**src/design/usbsrd_pkg.sv**
```systemverilog
package usbsrd_pkg;

   // Largest data packet on the control endpoint, in bytes (8 to 64).
   localparam int EP0_PACKET_BYTES = 64;

   // Result actions.
   localparam logic [2:0] ACT_STALL   = 3'd0;
   localparam logic [2:0] ACT_SEND    = 3'd1;
   localparam logic [2:0] ACT_STATUS  = 3'd2;
   localparam logic [2:0] ACT_FORWARD = 3'd3;
   localparam logic [2:0] ACT_NONE    = 3'd4;

   // Data sources for the send action.
   localparam logic [2:0] SRC_DEVICE   = 3'd0;
   localparam logic [2:0] SRC_CONFIG   = 3'd1;
   localparam logic [2:0] SRC_LANGUAGE = 3'd2;
   localparam logic [2:0] SRC_MANUF    = 3'd3;
   localparam logic [2:0] SRC_CDC_PROD = 3'd4;
   localparam logic [2:0] SRC_HID_PROD = 3'd5;
   localparam logic [2:0] SRC_REPLY    = 3'd6;

   // Halt update codes.
   localparam logic [1:0] HALT_NONE  = 2'd0;
   localparam logic [1:0] HALT_SET   = 2'd1;
   localparam logic [1:0] HALT_CLEAR = 2'd2;

   // Class targets.
   localparam logic CLASS_HID = 1'b0;
   localparam logic CLASS_CDC = 1'b1;

   // Configuration register indexes.
   localparam logic [1:0] CSR_HID_PRESENT = 2'd0;
   localparam logic [1:0] CSR_CDC_PRESENT = 2'd1;
   localparam logic [1:0] CSR_CONFIG_LEN  = 2'd2;

   // bmRequestType values.
   localparam logic [7:0] RT_DEV_OUT   = 8'h00;
   localparam logic [7:0] RT_IF_OUT    = 8'h01;
   localparam logic [7:0] RT_EP_OUT    = 8'h02;
   localparam logic [7:0] RT_DEV_IN    = 8'h80;
   localparam logic [7:0] RT_IF_IN     = 8'h81;
   localparam logic [7:0] RT_EP_IN     = 8'h82;
   localparam logic [4:0] RT_RECIP_IF  = 5'h01;

   // bRequest codes.
   localparam logic [7:0] REQ_GET_STATUS    = 8'd0;
   localparam logic [7:0] REQ_CLEAR_FEATURE = 8'd1;
   localparam logic [7:0] REQ_SET_FEATURE   = 8'd3;
   localparam logic [7:0] REQ_SET_ADDRESS   = 8'd5;
   localparam logic [7:0] REQ_GET_DESC      = 8'd6;
   localparam logic [7:0] REQ_GET_CONFIG    = 8'd8;
   localparam logic [7:0] REQ_SET_CONFIG    = 8'd9;
   localparam logic [7:0] REQ_GET_IFACE     = 8'd10;
   localparam logic [7:0] REQ_SET_IFACE     = 8'd11;

   // Descriptor types.
   localparam logic [7:0] DESC_DEVICE = 8'd1;
   localparam logic [7:0] DESC_CONFIG = 8'd2;
   localparam logic [7:0] DESC_STRING = 8'd3;

   // English language id bytes.
   localparam logic [7:0] LANG_ID_LOW  = 8'h09;
   localparam logic [7:0] LANG_ID_HIGH = 8'h04;

   // Endpoint addresses of the class interfaces, and of the control endpoint's IN side.
   localparam logic [7:0] EP_HID_OUT = 8'h01;
   localparam logic [7:0] EP_HID_IN  = 8'h81;
   localparam logic [7:0] EP_CDC_OUT = 8'h02;
   localparam logic [7:0] EP_CDC_IN  = 8'h82;
   localparam logic [7:0] EP_CDC_INT = 8'h83;
   localparam logic [7:0] EP_ZERO_IN = 8'h80;

   // Fixed descriptor lengths in bytes.
   localparam logic [7:0] LEN_DEVICE   = 8'd18;
   localparam logic [7:0] LEN_LANGUAGE = 8'd4;
   localparam logic [7:0] LEN_MANUF    = 8'd22;
   localparam logic [7:0] LEN_CDC_PROD = 8'd24;
   localparam logic [7:0] LEN_HID_PROD = 8'd16;
   localparam logic [7:0] LEN_BYTE     = 8'd1;
   localparam logic [7:0] LEN_WORD     = 8'd2;

   // True when a nonzero length is a whole number of full packets.
   function automatic logic is_packet_multiple(input logic [7:0] len);
      logic hit;
      hit = 1'b0;
      for (int k = 1; k <= 255 / EP0_PACKET_BYTES; k++) begin
         if (len == 8'(k * EP0_PACKET_BYTES)) hit = 1'b1;
      end
      return hit;
   endfunction

endpackage

```
**src/design/usb_setup_request_decoder.sv**
```systemverilog
// Channel   Direction  Handshake               Word
// req_      in         req_valid / req_ready   one setup packet or bus reset event
// rsp_      out        rsp_valid / rsp_ready   one decoded result
// csr_      in         csr_valid / csr_ready   register index and write data
//
// A word is accepted into the input register and decoded into the result
// register once that register is empty or being drained.
// A new word is accepted every cycle while results drain; with the result stalled
// the input register still takes one word, after which req_ready follows rsp_ready.
// Synchronous active-high reset clears the configuration registers, the
// configuration flag, both halt masks and the valid flags.
module usb_setup_request_decoder
   import usbsrd_pkg::*;
(
   input  logic        clock,
   input  logic        reset,
   input  logic        req_valid,
   output logic        req_ready,
   input  logic        req_operation,
   input  logic [7:0]  req_request_type,
   input  logic [7:0]  req_request_code,
   input  logic [7:0]  req_value_low,
   input  logic [7:0]  req_value_high,
   input  logic [7:0]  req_index_low,
   input  logic [7:0]  req_index_high,
   input  logic [15:0] req_length_limit,
   output logic        rsp_valid,
   input  logic        rsp_ready,
   output logic [2:0]  rsp_action,
   output logic [2:0]  rsp_data_source,
   output logic [7:0]  rsp_send_length,
   output logic        rsp_send_zlp,
   output logic [15:0] rsp_reply_word,
   output logic        rsp_class_target,
   output logic        rsp_address_write,
   output logic [6:0]  rsp_new_address,
   output logic [1:0]  rsp_halt_update,
   output logic [3:0]  rsp_halt_endpoint,
   output logic        rsp_halt_is_in,
   output logic        rsp_configured,
   input  logic        csr_valid,
   output logic        csr_ready,
   input  logic [1:0]  csr_index,
   input  logic [7:0]  csr_data
);

   // Configuration registers.
   logic       hid_present_ff;
   logic       cdc_present_ff;
   logic [7:0] config_len_ff;

   // Device state.
   logic       configured_ff, configured_in;
   logic [3:0] halt_in_ff, halt_in_in;
   logic [3:0] halt_out_ff, halt_out_in;

   // Input register.
   logic        in_valid_ff;
   logic        op_ff;
   logic [7:0]  typ_ff, req_ff, val_ff, kind_ff, ix_ff, ixh_ff;
   logic [15:0] wlen_ff;

   // Result register.
   logic        out_valid_ff;
   logic [2:0]  action_ff, action_in;
   logic [2:0]  source_ff, source_in;
   logic [7:0]  length_ff, length_in;
   logic        zlp_ff, zlp_in;
   logic [15:0] word_ff, word_in;
   logic        target_ff, target_in;
   logic        addr_wr_ff, addr_wr_in;
   logic [6:0]  addr_ff, addr_in;
   logic [1:0]  halt_upd_ff, halt_upd_in;
   logic [3:0]  halt_ep_ff, halt_ep_in;
   logic        halt_dir_ff, halt_dir_in;
   logic        configured_out_ff;

   logic advance;
   logic in_load;
   logic step;

   // The result register takes a new word when it is empty or being drained.
   assign advance   = !out_valid_ff || rsp_ready;
   assign req_ready = !in_valid_ff || advance;
   assign in_load   = req_valid && req_ready;
   assign step      = in_valid_ff && advance;
   assign csr_ready = 1'b1;

   // Configuration writes; indexes past the list are ignored.
   always_ff @(posedge clock) begin
      if (reset) begin
         hid_present_ff <= 1'b0;
         cdc_present_ff <= 1'b0;
         config_len_ff  <= 8'd0;
      end else if (csr_valid) begin
         unique case (csr_index)
            CSR_HID_PRESENT: hid_present_ff <= csr_data[0];
            CSR_CDC_PRESENT: cdc_present_ff <= csr_data[0];
            CSR_CONFIG_LEN:  config_len_ff  <= csr_data;
            default: ;
         endcase
      end
   end

   // Input register.
   always_ff @(posedge clock) begin
      if (reset) begin
         in_valid_ff <= 1'b0;
      end else if (in_load) begin
         in_valid_ff <= 1'b1;
      end else if (step) begin
         in_valid_ff <= 1'b0;
      end
   end

   always_ff @(posedge clock) begin
      if (in_load) begin
         op_ff   <= req_operation;
         typ_ff  <= req_request_type;
         req_ff  <= req_request_code;
         val_ff  <= req_value_low;
         kind_ff <= req_value_high;
         ix_ff   <= req_index_low;
         ixh_ff  <= req_index_high;
         wlen_ff <= req_length_limit;
      end
   end

   // Layout checks on the interface and endpoint numbers.
   logic [1:0] iface_count;
   logic       iface_ok;
   logic       ep_ok;
   logic [3:0] ep_bit;
   logic       ep_halted;

   assign iface_count = (cdc_present_ff ? 2'd2 : 2'd0) + (hid_present_ff ? 2'd1 : 2'd0);
   assign iface_ok    = ix_ff < {6'd0, iface_count};
   assign ep_ok       = (hid_present_ff && (ix_ff == EP_HID_OUT || ix_ff == EP_HID_IN)) ||
                        (cdc_present_ff && (ix_ff == EP_CDC_OUT || ix_ff == EP_CDC_IN ||
                                            ix_ff == EP_CDC_INT));
   assign ep_bit      = 4'b0001 << ix_ff[1:0];
   assign ep_halted   = ix_ff[7] ? halt_in_ff[ix_ff[1:0]] : halt_out_ff[ix_ff[1:0]];

   // Request conditions, in the order in which they are tried.
   logic plain_zero;
   logic ixh_bad;
   logic c_desc_dev, c_desc_cfg, c_string;
   logic c_addr, c_setcfg, c_getcfg;
   logic c_stat_plain, c_stat_ep, c_feature;
   logic c_getif, c_setif, c_fwd_hid, c_fwd_cdc;
   logic get_desc;
   logic lang_ok;

   assign plain_zero = (kind_ff == 8'd0) && (val_ff == 8'd0);
   assign get_desc   = (typ_ff == RT_DEV_IN) && (req_ff == REQ_GET_DESC);
   assign lang_ok    = (ix_ff == 8'd0 && ixh_ff == 8'd0) ||
                       (ix_ff == LANG_ID_LOW && ixh_ff == LANG_ID_HIGH);
   assign ixh_bad    = (ixh_ff != 8'd0) &&
                       !(get_desc && kind_ff == DESC_STRING && ixh_ff == LANG_ID_HIGH &&
                         ix_ff == LANG_ID_LOW);

   assign c_desc_dev   = get_desc && ix_ff == 8'd0 && kind_ff == DESC_DEVICE && val_ff == 8'd0;
   assign c_desc_cfg   = get_desc && ix_ff == 8'd0 && kind_ff == DESC_CONFIG && val_ff == 8'd0;
   assign c_string     = get_desc && kind_ff == DESC_STRING && lang_ok && val_ff <= 8'd2;
   assign c_addr       = typ_ff == RT_DEV_OUT && req_ff == REQ_SET_ADDRESS && kind_ff == 8'd0 &&
                         !val_ff[7] && ix_ff == 8'd0 && wlen_ff == 16'd0 && !configured_ff;
   assign c_setcfg     = typ_ff == RT_DEV_OUT && req_ff == REQ_SET_CONFIG && kind_ff == 8'd0 &&
                         val_ff <= 8'd1 && ix_ff == 8'd0 && wlen_ff == 16'd0;
   assign c_getcfg     = typ_ff == RT_DEV_IN && req_ff == REQ_GET_CONFIG && plain_zero &&
                         ix_ff == 8'd0 && wlen_ff == 16'd1;
   assign c_stat_plain = req_ff == REQ_GET_STATUS && plain_zero && wlen_ff == 16'd2 &&
                         ((typ_ff == RT_DEV_IN && ix_ff == 8'd0) ||
                          (typ_ff == RT_IF_IN && configured_ff && iface_ok) ||
                          (typ_ff == RT_EP_IN && (ix_ff == 8'd0 || ix_ff == EP_ZERO_IN)));
   assign c_stat_ep    = req_ff == REQ_GET_STATUS && plain_zero && wlen_ff == 16'd2 &&
                         typ_ff == RT_EP_IN && configured_ff && ep_ok;
   assign c_feature    = configured_ff && typ_ff == RT_EP_OUT &&
                         (req_ff == REQ_CLEAR_FEATURE || req_ff == REQ_SET_FEATURE) &&
                         plain_zero && wlen_ff == 16'd0 && ep_ok;
   assign c_getif      = configured_ff && iface_ok && plain_zero && typ_ff == RT_IF_IN &&
                         req_ff == REQ_GET_IFACE && wlen_ff == 16'd1;
   assign c_setif      = configured_ff && iface_ok && plain_zero && typ_ff == RT_IF_OUT &&
                         req_ff == REQ_SET_IFACE && wlen_ff == 16'd0;
   assign c_fwd_hid    = typ_ff[4:0] == RT_RECIP_IF && hid_present_ff &&
                         ix_ff == (cdc_present_ff ? 8'd2 : 8'd0) &&
                         ((typ_ff == RT_IF_IN && req_ff == REQ_GET_DESC) || configured_ff);
   assign c_fwd_cdc    = typ_ff[4:0] == RT_RECIP_IF && cdc_present_ff && ix_ff == 8'd0 &&
                         configured_ff;

   // Decode of one word into the result and the next device state.
   logic        give;
   logic [7:0]  give_len;
   logic [2:0]  give_src;
   logic [15:0] give_word;

   always_comb begin
      give          = 1'b0;
      give_len      = 8'd0;
      give_src      = SRC_DEVICE;
      give_word     = 16'd0;
      action_in     = ACT_STALL;
      target_in     = CLASS_HID;
      addr_wr_in    = 1'b0;
      addr_in       = 7'd0;
      halt_upd_in   = HALT_NONE;
      halt_ep_in    = 4'd0;
      halt_dir_in   = 1'b0;
      configured_in = configured_ff;
      halt_in_in    = halt_in_ff;
      halt_out_in   = halt_out_ff;
      priority if (op_ff) begin
         action_in     = ACT_NONE;
         configured_in = 1'b0;
         halt_in_in    = 4'd0;
         halt_out_in   = 4'd0;
      end else if (ixh_bad) begin
         action_in = ACT_STALL;
      end else if (c_desc_dev) begin
         give     = 1'b1;
         give_src = SRC_DEVICE;
         give_len = LEN_DEVICE;
      end else if (c_desc_cfg) begin
         give     = 1'b1;
         give_src = SRC_CONFIG;
         give_len = config_len_ff;
      end else if (c_string) begin
         give = 1'b1;
         priority if (val_ff == 8'd0) begin
            give_src = SRC_LANGUAGE;
            give_len = LEN_LANGUAGE;
         end else if (val_ff == 8'd1) begin
            give_src = SRC_MANUF;
            give_len = LEN_MANUF;
         end else if (cdc_present_ff) begin
            give_src = SRC_CDC_PROD;
            give_len = LEN_CDC_PROD;
         end else begin
            give_src = SRC_HID_PROD;
            give_len = LEN_HID_PROD;
         end
      end else if (c_addr) begin
         action_in  = ACT_STATUS;
         addr_wr_in = 1'b1;
         addr_in    = val_ff[6:0];
      end else if (c_setcfg) begin
         action_in     = ACT_STATUS;
         configured_in = val_ff[0];
         halt_in_in    = 4'd0;
         halt_out_in   = 4'd0;
      end else if (c_getcfg) begin
         give      = 1'b1;
         give_src  = SRC_REPLY;
         give_len  = LEN_BYTE;
         give_word = {15'd0, configured_ff};
      end else if (c_stat_plain) begin
         give     = 1'b1;
         give_src = SRC_REPLY;
         give_len = LEN_WORD;
      end else if (c_stat_ep) begin
         give      = 1'b1;
         give_src  = SRC_REPLY;
         give_len  = LEN_WORD;
         give_word = {15'd0, ep_halted};
      end else if (c_feature) begin
         action_in   = ACT_STATUS;
         halt_upd_in = (req_ff == REQ_SET_FEATURE) ? HALT_SET : HALT_CLEAR;
         halt_ep_in  = ix_ff[3:0];
         halt_dir_in = ix_ff[7];
         if (ix_ff[7]) begin
            halt_in_in = (req_ff == REQ_SET_FEATURE) ? (halt_in_ff | ep_bit)
                                                     : (halt_in_ff & ~ep_bit);
         end else begin
            halt_out_in = (req_ff == REQ_SET_FEATURE) ? (halt_out_ff | ep_bit)
                                                      : (halt_out_ff & ~ep_bit);
         end
      end else if (c_getif) begin
         give     = 1'b1;
         give_src = SRC_REPLY;
         give_len = LEN_BYTE;
      end else if (c_setif) begin
         action_in = ACT_STATUS;
      end else if (c_fwd_hid) begin
         action_in = ACT_FORWARD;
         target_in = CLASS_HID;
      end else if (c_fwd_cdc) begin
         action_in = ACT_FORWARD;
         target_in = CLASS_CDC;
      end else begin
         action_in = ACT_STALL;
      end
   end

   // Send fields: length clamped to wLength, short-packet rule for the zlp flag.
   logic len_short;

   assign len_short = {8'd0, give_len} < wlen_ff;

   always_comb begin
      source_in = 3'd0;
      length_in = 8'd0;
      zlp_in    = 1'b0;
      word_in   = 16'd0;
      if (give) begin
         source_in = give_src;
         length_in = len_short ? give_len : wlen_ff[7:0];
         zlp_in    = len_short && is_packet_multiple(give_len);
         word_in   = give_word;
      end
   end

   // Device state advances once per decoded word.
   always_ff @(posedge clock) begin
      if (reset) begin
         configured_ff <= 1'b0;
         halt_in_ff    <= 4'd0;
         halt_out_ff   <= 4'd0;
      end else if (step) begin
         configured_ff <= configured_in;
         halt_in_ff    <= halt_in_in;
         halt_out_ff   <= halt_out_in;
      end
   end

   // Result register.
   always_ff @(posedge clock) begin
      if (reset) begin
         out_valid_ff <= 1'b0;
      end else if (advance) begin
         out_valid_ff <= in_valid_ff;
      end
   end

   always_ff @(posedge clock) begin
      if (step) begin
         action_ff   <= give ? ACT_SEND : action_in;
         source_ff   <= source_in;
         length_ff   <= length_in;
         zlp_ff      <= zlp_in;
         word_ff     <= word_in;
         target_ff   <= target_in;
         addr_wr_ff  <= addr_wr_in;
         addr_ff     <= addr_in;
         halt_upd_ff <= halt_upd_in;
         halt_ep_ff  <= halt_ep_in;
         halt_dir_ff <= halt_dir_in;
         configured_out_ff <= configured_in;
      end
   end

   assign rsp_valid         = out_valid_ff;
   assign rsp_action        = action_ff;
   assign rsp_data_source   = source_ff;
   assign rsp_send_length   = length_ff;
   assign rsp_send_zlp      = zlp_ff;
   assign rsp_reply_word    = word_ff;
   assign rsp_class_target  = target_ff;
   assign rsp_address_write = addr_wr_ff;
   assign rsp_new_address   = addr_ff;
   assign rsp_halt_update   = halt_upd_ff;
   assign rsp_halt_endpoint = halt_ep_ff;
   assign rsp_halt_is_in    = halt_dir_ff;
   assign rsp_configured    = configured_out_ff;

   // A bus reset always leaves the device unconfigured.
   assert property (@(posedge clock) disable iff (reset)
      rsp_valid && rsp_action == ACT_NONE |-> !rsp_configured)
      else $error("bus reset result reports a configured device");

   // Send fields stay clear unless data is sent.
   assert property (@(posedge clock) disable iff (reset)
      rsp_valid && rsp_action != ACT_SEND |->
         rsp_send_length == 8'd0 && !rsp_send_zlp && rsp_reply_word == 16'd0)
      else $error("send fields set on a result without data");

   // An address write is only taken by an unconfigured device, as a status stage.
   assert property (@(posedge clock) disable iff (reset)
      rsp_valid && rsp_address_write |-> rsp_action == ACT_STATUS && !rsp_configured)
      else $error("address write outside the unconfigured state");

   // Halt updates happen only while configured, as a status stage.
   assert property (@(posedge clock) disable iff (reset)
      rsp_valid && rsp_halt_update != HALT_NONE |-> rsp_action == ACT_STATUS && rsp_configured)
      else $error("halt update outside a configured status stage");

endmodule
```
**config.mk**
```make
export PLATFORM = sky130hd
export DESIGN_NAME = usb_setup_request_decoder
export DESIGN_NICKNAME = d
export VERILOG_FILES = /design/src/design/usbsrd_pkg.sv /design/src/design/usb_setup_request_decoder.sv
export SDC_FILE = /design/constraint.sdc
export NUM_CORES = 1
export LEC_CHECK = 0
export BUFFER_PORTS_ARGS = -buffer_cell sky130_fd_sc_hd__buf_2
export CORE_UTILIZATION = 55
export CTS_BUF_LIST = sky130_fd_sc_hd__clkbuf_4 sky130_fd_sc_hd__clkbuf_8
export CTS_CLUSTER_SIZE = 10
export DETAILED_ROUTE_END_ITERATION = 8
export PLACE_DENSITY_LB_ADDON = 0.15
export SYNTH_ARGS = -nofsm -noshare
export SYNTH_HDL_FRONTEND = slang
export SYNTH_SLANG_ARGS = --single-unit
```
**constraint.sdc**
```tcl
create_clock -name clock -period 8.85 [get_ports clock]
set_input_delay 0.885 -clock clock [delete_from_list [all_inputs] [get_ports clock]]
set_output_delay 0.885 -clock clock [all_outputs]
set_load 0.01 [all_outputs]
```
==> impl_metrics.env <==
export IMPL_critPathSlowestCell="nor4_1"
export IMPL_worstPathMaxFanout=10
export IMPL_rr_endpoint="rsp_send_length[4]$_SDFFCE_PN0P_"
export IMPL_clk_pin_slew_ns=0.07
export IMPL_pwr_share_clk=0.396
export IMPL_crit_path_cell_trace="nor4_1 -> nand4b_1 -> or4_1 -> o211a_1 -> and3_1 -> ha_1 -> nand4_1 -> or3_1 -> o22a_1 -> o31ai_1 -> buf_4 -> mux2i_1 -> nor2_1"
export IMPL_die_y_um=103.3
export IMPL_clock_skew_ns=0.01299
export IMPL_slew_limit_headroom=0.3562
export IMPL_setup_viol=0
export IMPL_arrival_ns=4.78
export IMPL_ys_seq_elements=119
export IMPL_avgSynthCellArea_um2=11.97
export IMPL_dieArea_um2=10680
export IMPL_grt_max_degree=66
export IMPL_drv_cap=0
export IMPL_antenna_found_initial=0
export IMPL_hold_depth=1
export IMPL_grt_pass1_vias=4003
export IMPL_path_class="flip-flop to flip-flop"
export IMPL_die_width_um=103.3
export IMPL_clk_path_buf_depth=2
export IMPL_yosysTopAreaCell="edfxtp_1"
export IMPL_cpPeakStageDelay_ns=0.83
export IMPL_nets=684
export IMPL_end_kind="flip-flop"
export IMPL_antenna_cells=0
export IMPL_cts_root_buf="clkbuf_8"
export IMPL_cts_tree="done"
export IMPL_status="finished, final reports clean"
export IMPL_fin_cells=740
export IMPL_path_delay_family="simple AND/OR/NAND/NOR gates"
export IMPL_drt_pass1_iterations=5
export IMPL_hold_class="flip-flop to flip-flop"
export IMPL_path_buf_inv=1
export IMPL_regToRegSetupSlack_ns=4.23
export IMPL_drive_above_1_share=0.2652
export IMPL_netlist_instances=472
export IMPL_fin_util=0.6776
export IMPL_grt_usage=0.2515
export IMPL_hold_end="halt_out_ff[3]$_SDFFE_PP0P_"
export IMPL_grt_pass1_wl_mm=19.51
export IMPL_slew_violations=0
export IMPL_ys_types=63
export IMPL_p_sw_frac=0.2193
export IMPL_wl_per_cell_um=16.90
export IMPL_layout_commonest_cell="buf_2"
export IMPL_viasPerCell=5.782
export IMPL_reg2reg_from="ix_ff[2]$_DFFE_PP_"
export IMPL_ant_nets=0
export IMPL_gp_congestion=0.9486
export IMPL_cellPowerDensity_nw_per_um2=180.0
export IMPL_timing_final_crit_share=0.5223
export IMPL_fp_coreArea_um2=9864
export IMPL_dp_slack_ns=4.327
export IMPL_hold_path_startpoint="halt_out_ff[3]$_SDFFE_PP0P_"
export IMPL_fp_row_count=36
export IMPL_netlist_area_um2=5648
export IMPL_vdd_drop_max_uv=110.2
export IMPL_rsz0062_at_grt="false"
export IMPL_reg2reg_depth=13
export IMPL_sequentialPowerShare=0.544
export IMPL_clock_sinks=119
export IMPL_overflow=0
export IMPL_vias=4279
export IMPL_drcViolationCount=0
export IMPL_synthFlopType="edfxtp_1"
export IMPL_io_buffers=114
export IMPL_worst_ep_required_time_ns=9.01
export IMPL_numPlacedInstances=710
export IMPL_first_iter_violations=326
export IMPL_worst_pin_slew_ns=0.9569
export IMPL_finalWorstSetupSlack_ns=4.228
export IMPL_cp_start_kind="flip-flop"
export IMPL_top_level_ports=131
export IMPL_cts_resized_gates=0
export IMPL_power_total_w=0.001203
export IMPL_final_hold_violation_count=0
export IMPL_mostFrequentLayoutCells="buf_2, edfxtp_1, nor2_1"
export IMPL_period_needed_ns=4.622
export IMPL_fmax_mhz=216.3
export IMPL_n_fill_cell=743
export IMPL_synth_warnings=0
export IMPL_numCtsBuffers=17
export IMPL_hpwl_mm=9.300
export IMPL_htree_levels=4
export IMPL_synth_edf_count=98
export IMPL_routed_wirelength_mm=12.51
export IMPL_synth_top_area_frac=0.5210
export IMPL_cts_setup_buffers=0
export IMPL_internal_power_w=0.0009390
export IMPL_combPwrFrac=0.060
export IMPL_async_flop_share=0
export IMPL_yosys_top_cells_area="edfxtp_1, dfxtp_1, nor2_1"
export IMPL_seq_area_frac_synth=0.5955
export IMPL_start_util=0.5726
export IMPL_setup_tns_ns=0
export IMPL_clk_latency_ns=0.42
export IMPL_syn_to_final_growth_pct=18.34
export IMPL_p_leak_nw=2.512
export IMPL_cts_hold_buf=0
export IMPL_p_switching_w=0.0002638
Yosys cell counts (12+ instances only):
cell type	count
mux2i_1	16
inv_1	18
nand2_1	22
clkbuf_1	12
nor4_1	17
a21oi_1	16
nor2_1	44
or4_1	12
and2_1	14
buf_4	16
edfxtp_1	98
nor3_1	17
dfxtp_1	21
cells by family (layout without fill, tap and decap cells):
family                     Yosys count  count (layout)  synth area share
and+or+nand+nor                    200             200            0.2051
DFF                                119             119            0.5955
AOI/OAI and AO/OA                   78              78            0.1019
buffers and inverters               47             166           0.04209
muxes                               18              18           0.03633
adders and majority gates            8               8           0.01772
other                                2              18          0.001330
worst max path at each step:
stage                              startpoint                                to  cells past startpoint
after floorplan           typ_ff[0]$_DFFE_PP_  rsp_send_length[0]$_SDFFCE_PN0P_                     14
after global placement     ix_ff[2]$_DFFE_PP_  rsp_send_length[1]$_SDFFCE_PN0P_                     13
after detailed placement   ix_ff[2]$_DFFE_PP_  rsp_send_length[7]$_SDFFCE_PN0P_                     13
after CTS                  ix_ff[2]$_DFFE_PP_  rsp_send_length[4]$_SDFFCE_PN0P_                     13
after global routing       ix_ff[2]$_DFFE_PP_  rsp_send_length[4]$_SDFFCE_PN0P_                     13
final                      ix_ff[2]$_DFFE_PP_  rsp_send_length[4]$_SDFFCE_PN0P_                     13
power by group through the flow:
stage                     Combinational [W]  Sequential (W)  Clock, W
after global placement            0.0000706        0.000665         0
final                             0.0000720        0.000654  0.000477
after floorplan                   0.0000414        0.000664         0
after CTS                         0.0000722        0.000654  0.000488
after global routing              0.0000802        0.000657  0.000508
after detailed placement          0.0000722        0.000666         0
routing by layer:
layer | track usage | wire [um]
met4 | 0.1181 | 263
met2 | 0.4128 | 5963
met3 | 0.05511 | 797
met1 | 0.3201 | 5480
met5 | 0 | 0
metrics by stage:
| stage | area, um^2 | hold slack (ns) |
|---|---|---|
| 3_3_place_gp | 6306 | 0.4451 |
| 3_5_place_dp | 6306 | 0.4574 |
| 4_1_cts | 6684 | 0.4725 |
| 2_1_floorplan | 5708 | 0.4355 |
| 5_1_grt | 6684 | 0.4895 |
| 6_report | 6684 | 0.4706 |
worst register-to-register path: stages, from the launching register on:
cell and delay [ns]:
edfxtp_1 0.36, nor4_1 0.83, nand4b_1 0.36, or4_1 0.66
o211a_1 0.26, and3_1 0.25, ha_1 0.31, nand4_1 0.15
or3_1 0.40, o22a_1 0.16, o31ai_1 0.07, buf_4 0.25
mux2i_1 0.23, nor2_1 0.06
flip-flops by register name, indices dropped and copies added (netlist names), 7 cells and up:
register / count
wlen_ff: 16
config_len_ff: 8
ix_ff: 8
ixh_ff: 8
kind_ff: 8
req_ff: 8
rsp_send_length: 8
typ_ff: 8
val_ff: 8
rsp_new_address: 7
cell type report:
| cell class | count | area, um^2 | share of cell area |
|---|---|---|---|
| clock buffer | 18 | 241.5 | 0.03613 |
| clock inverter | 12 | 136.4 | 0.02040 |
| inverter | 18 | 67.56 | 0.01011 |
| multi-input combinational | 322 | 2108 | 0.3154 |
| sequential | 119 | 3363 | 0.5032 |
| tap | 133 | 166.4 | 0.02490 |
| timing repair buffer | 118 | 600.6 | 0.08985 |
Note: power is estimated with default switching activity, not from simulation.
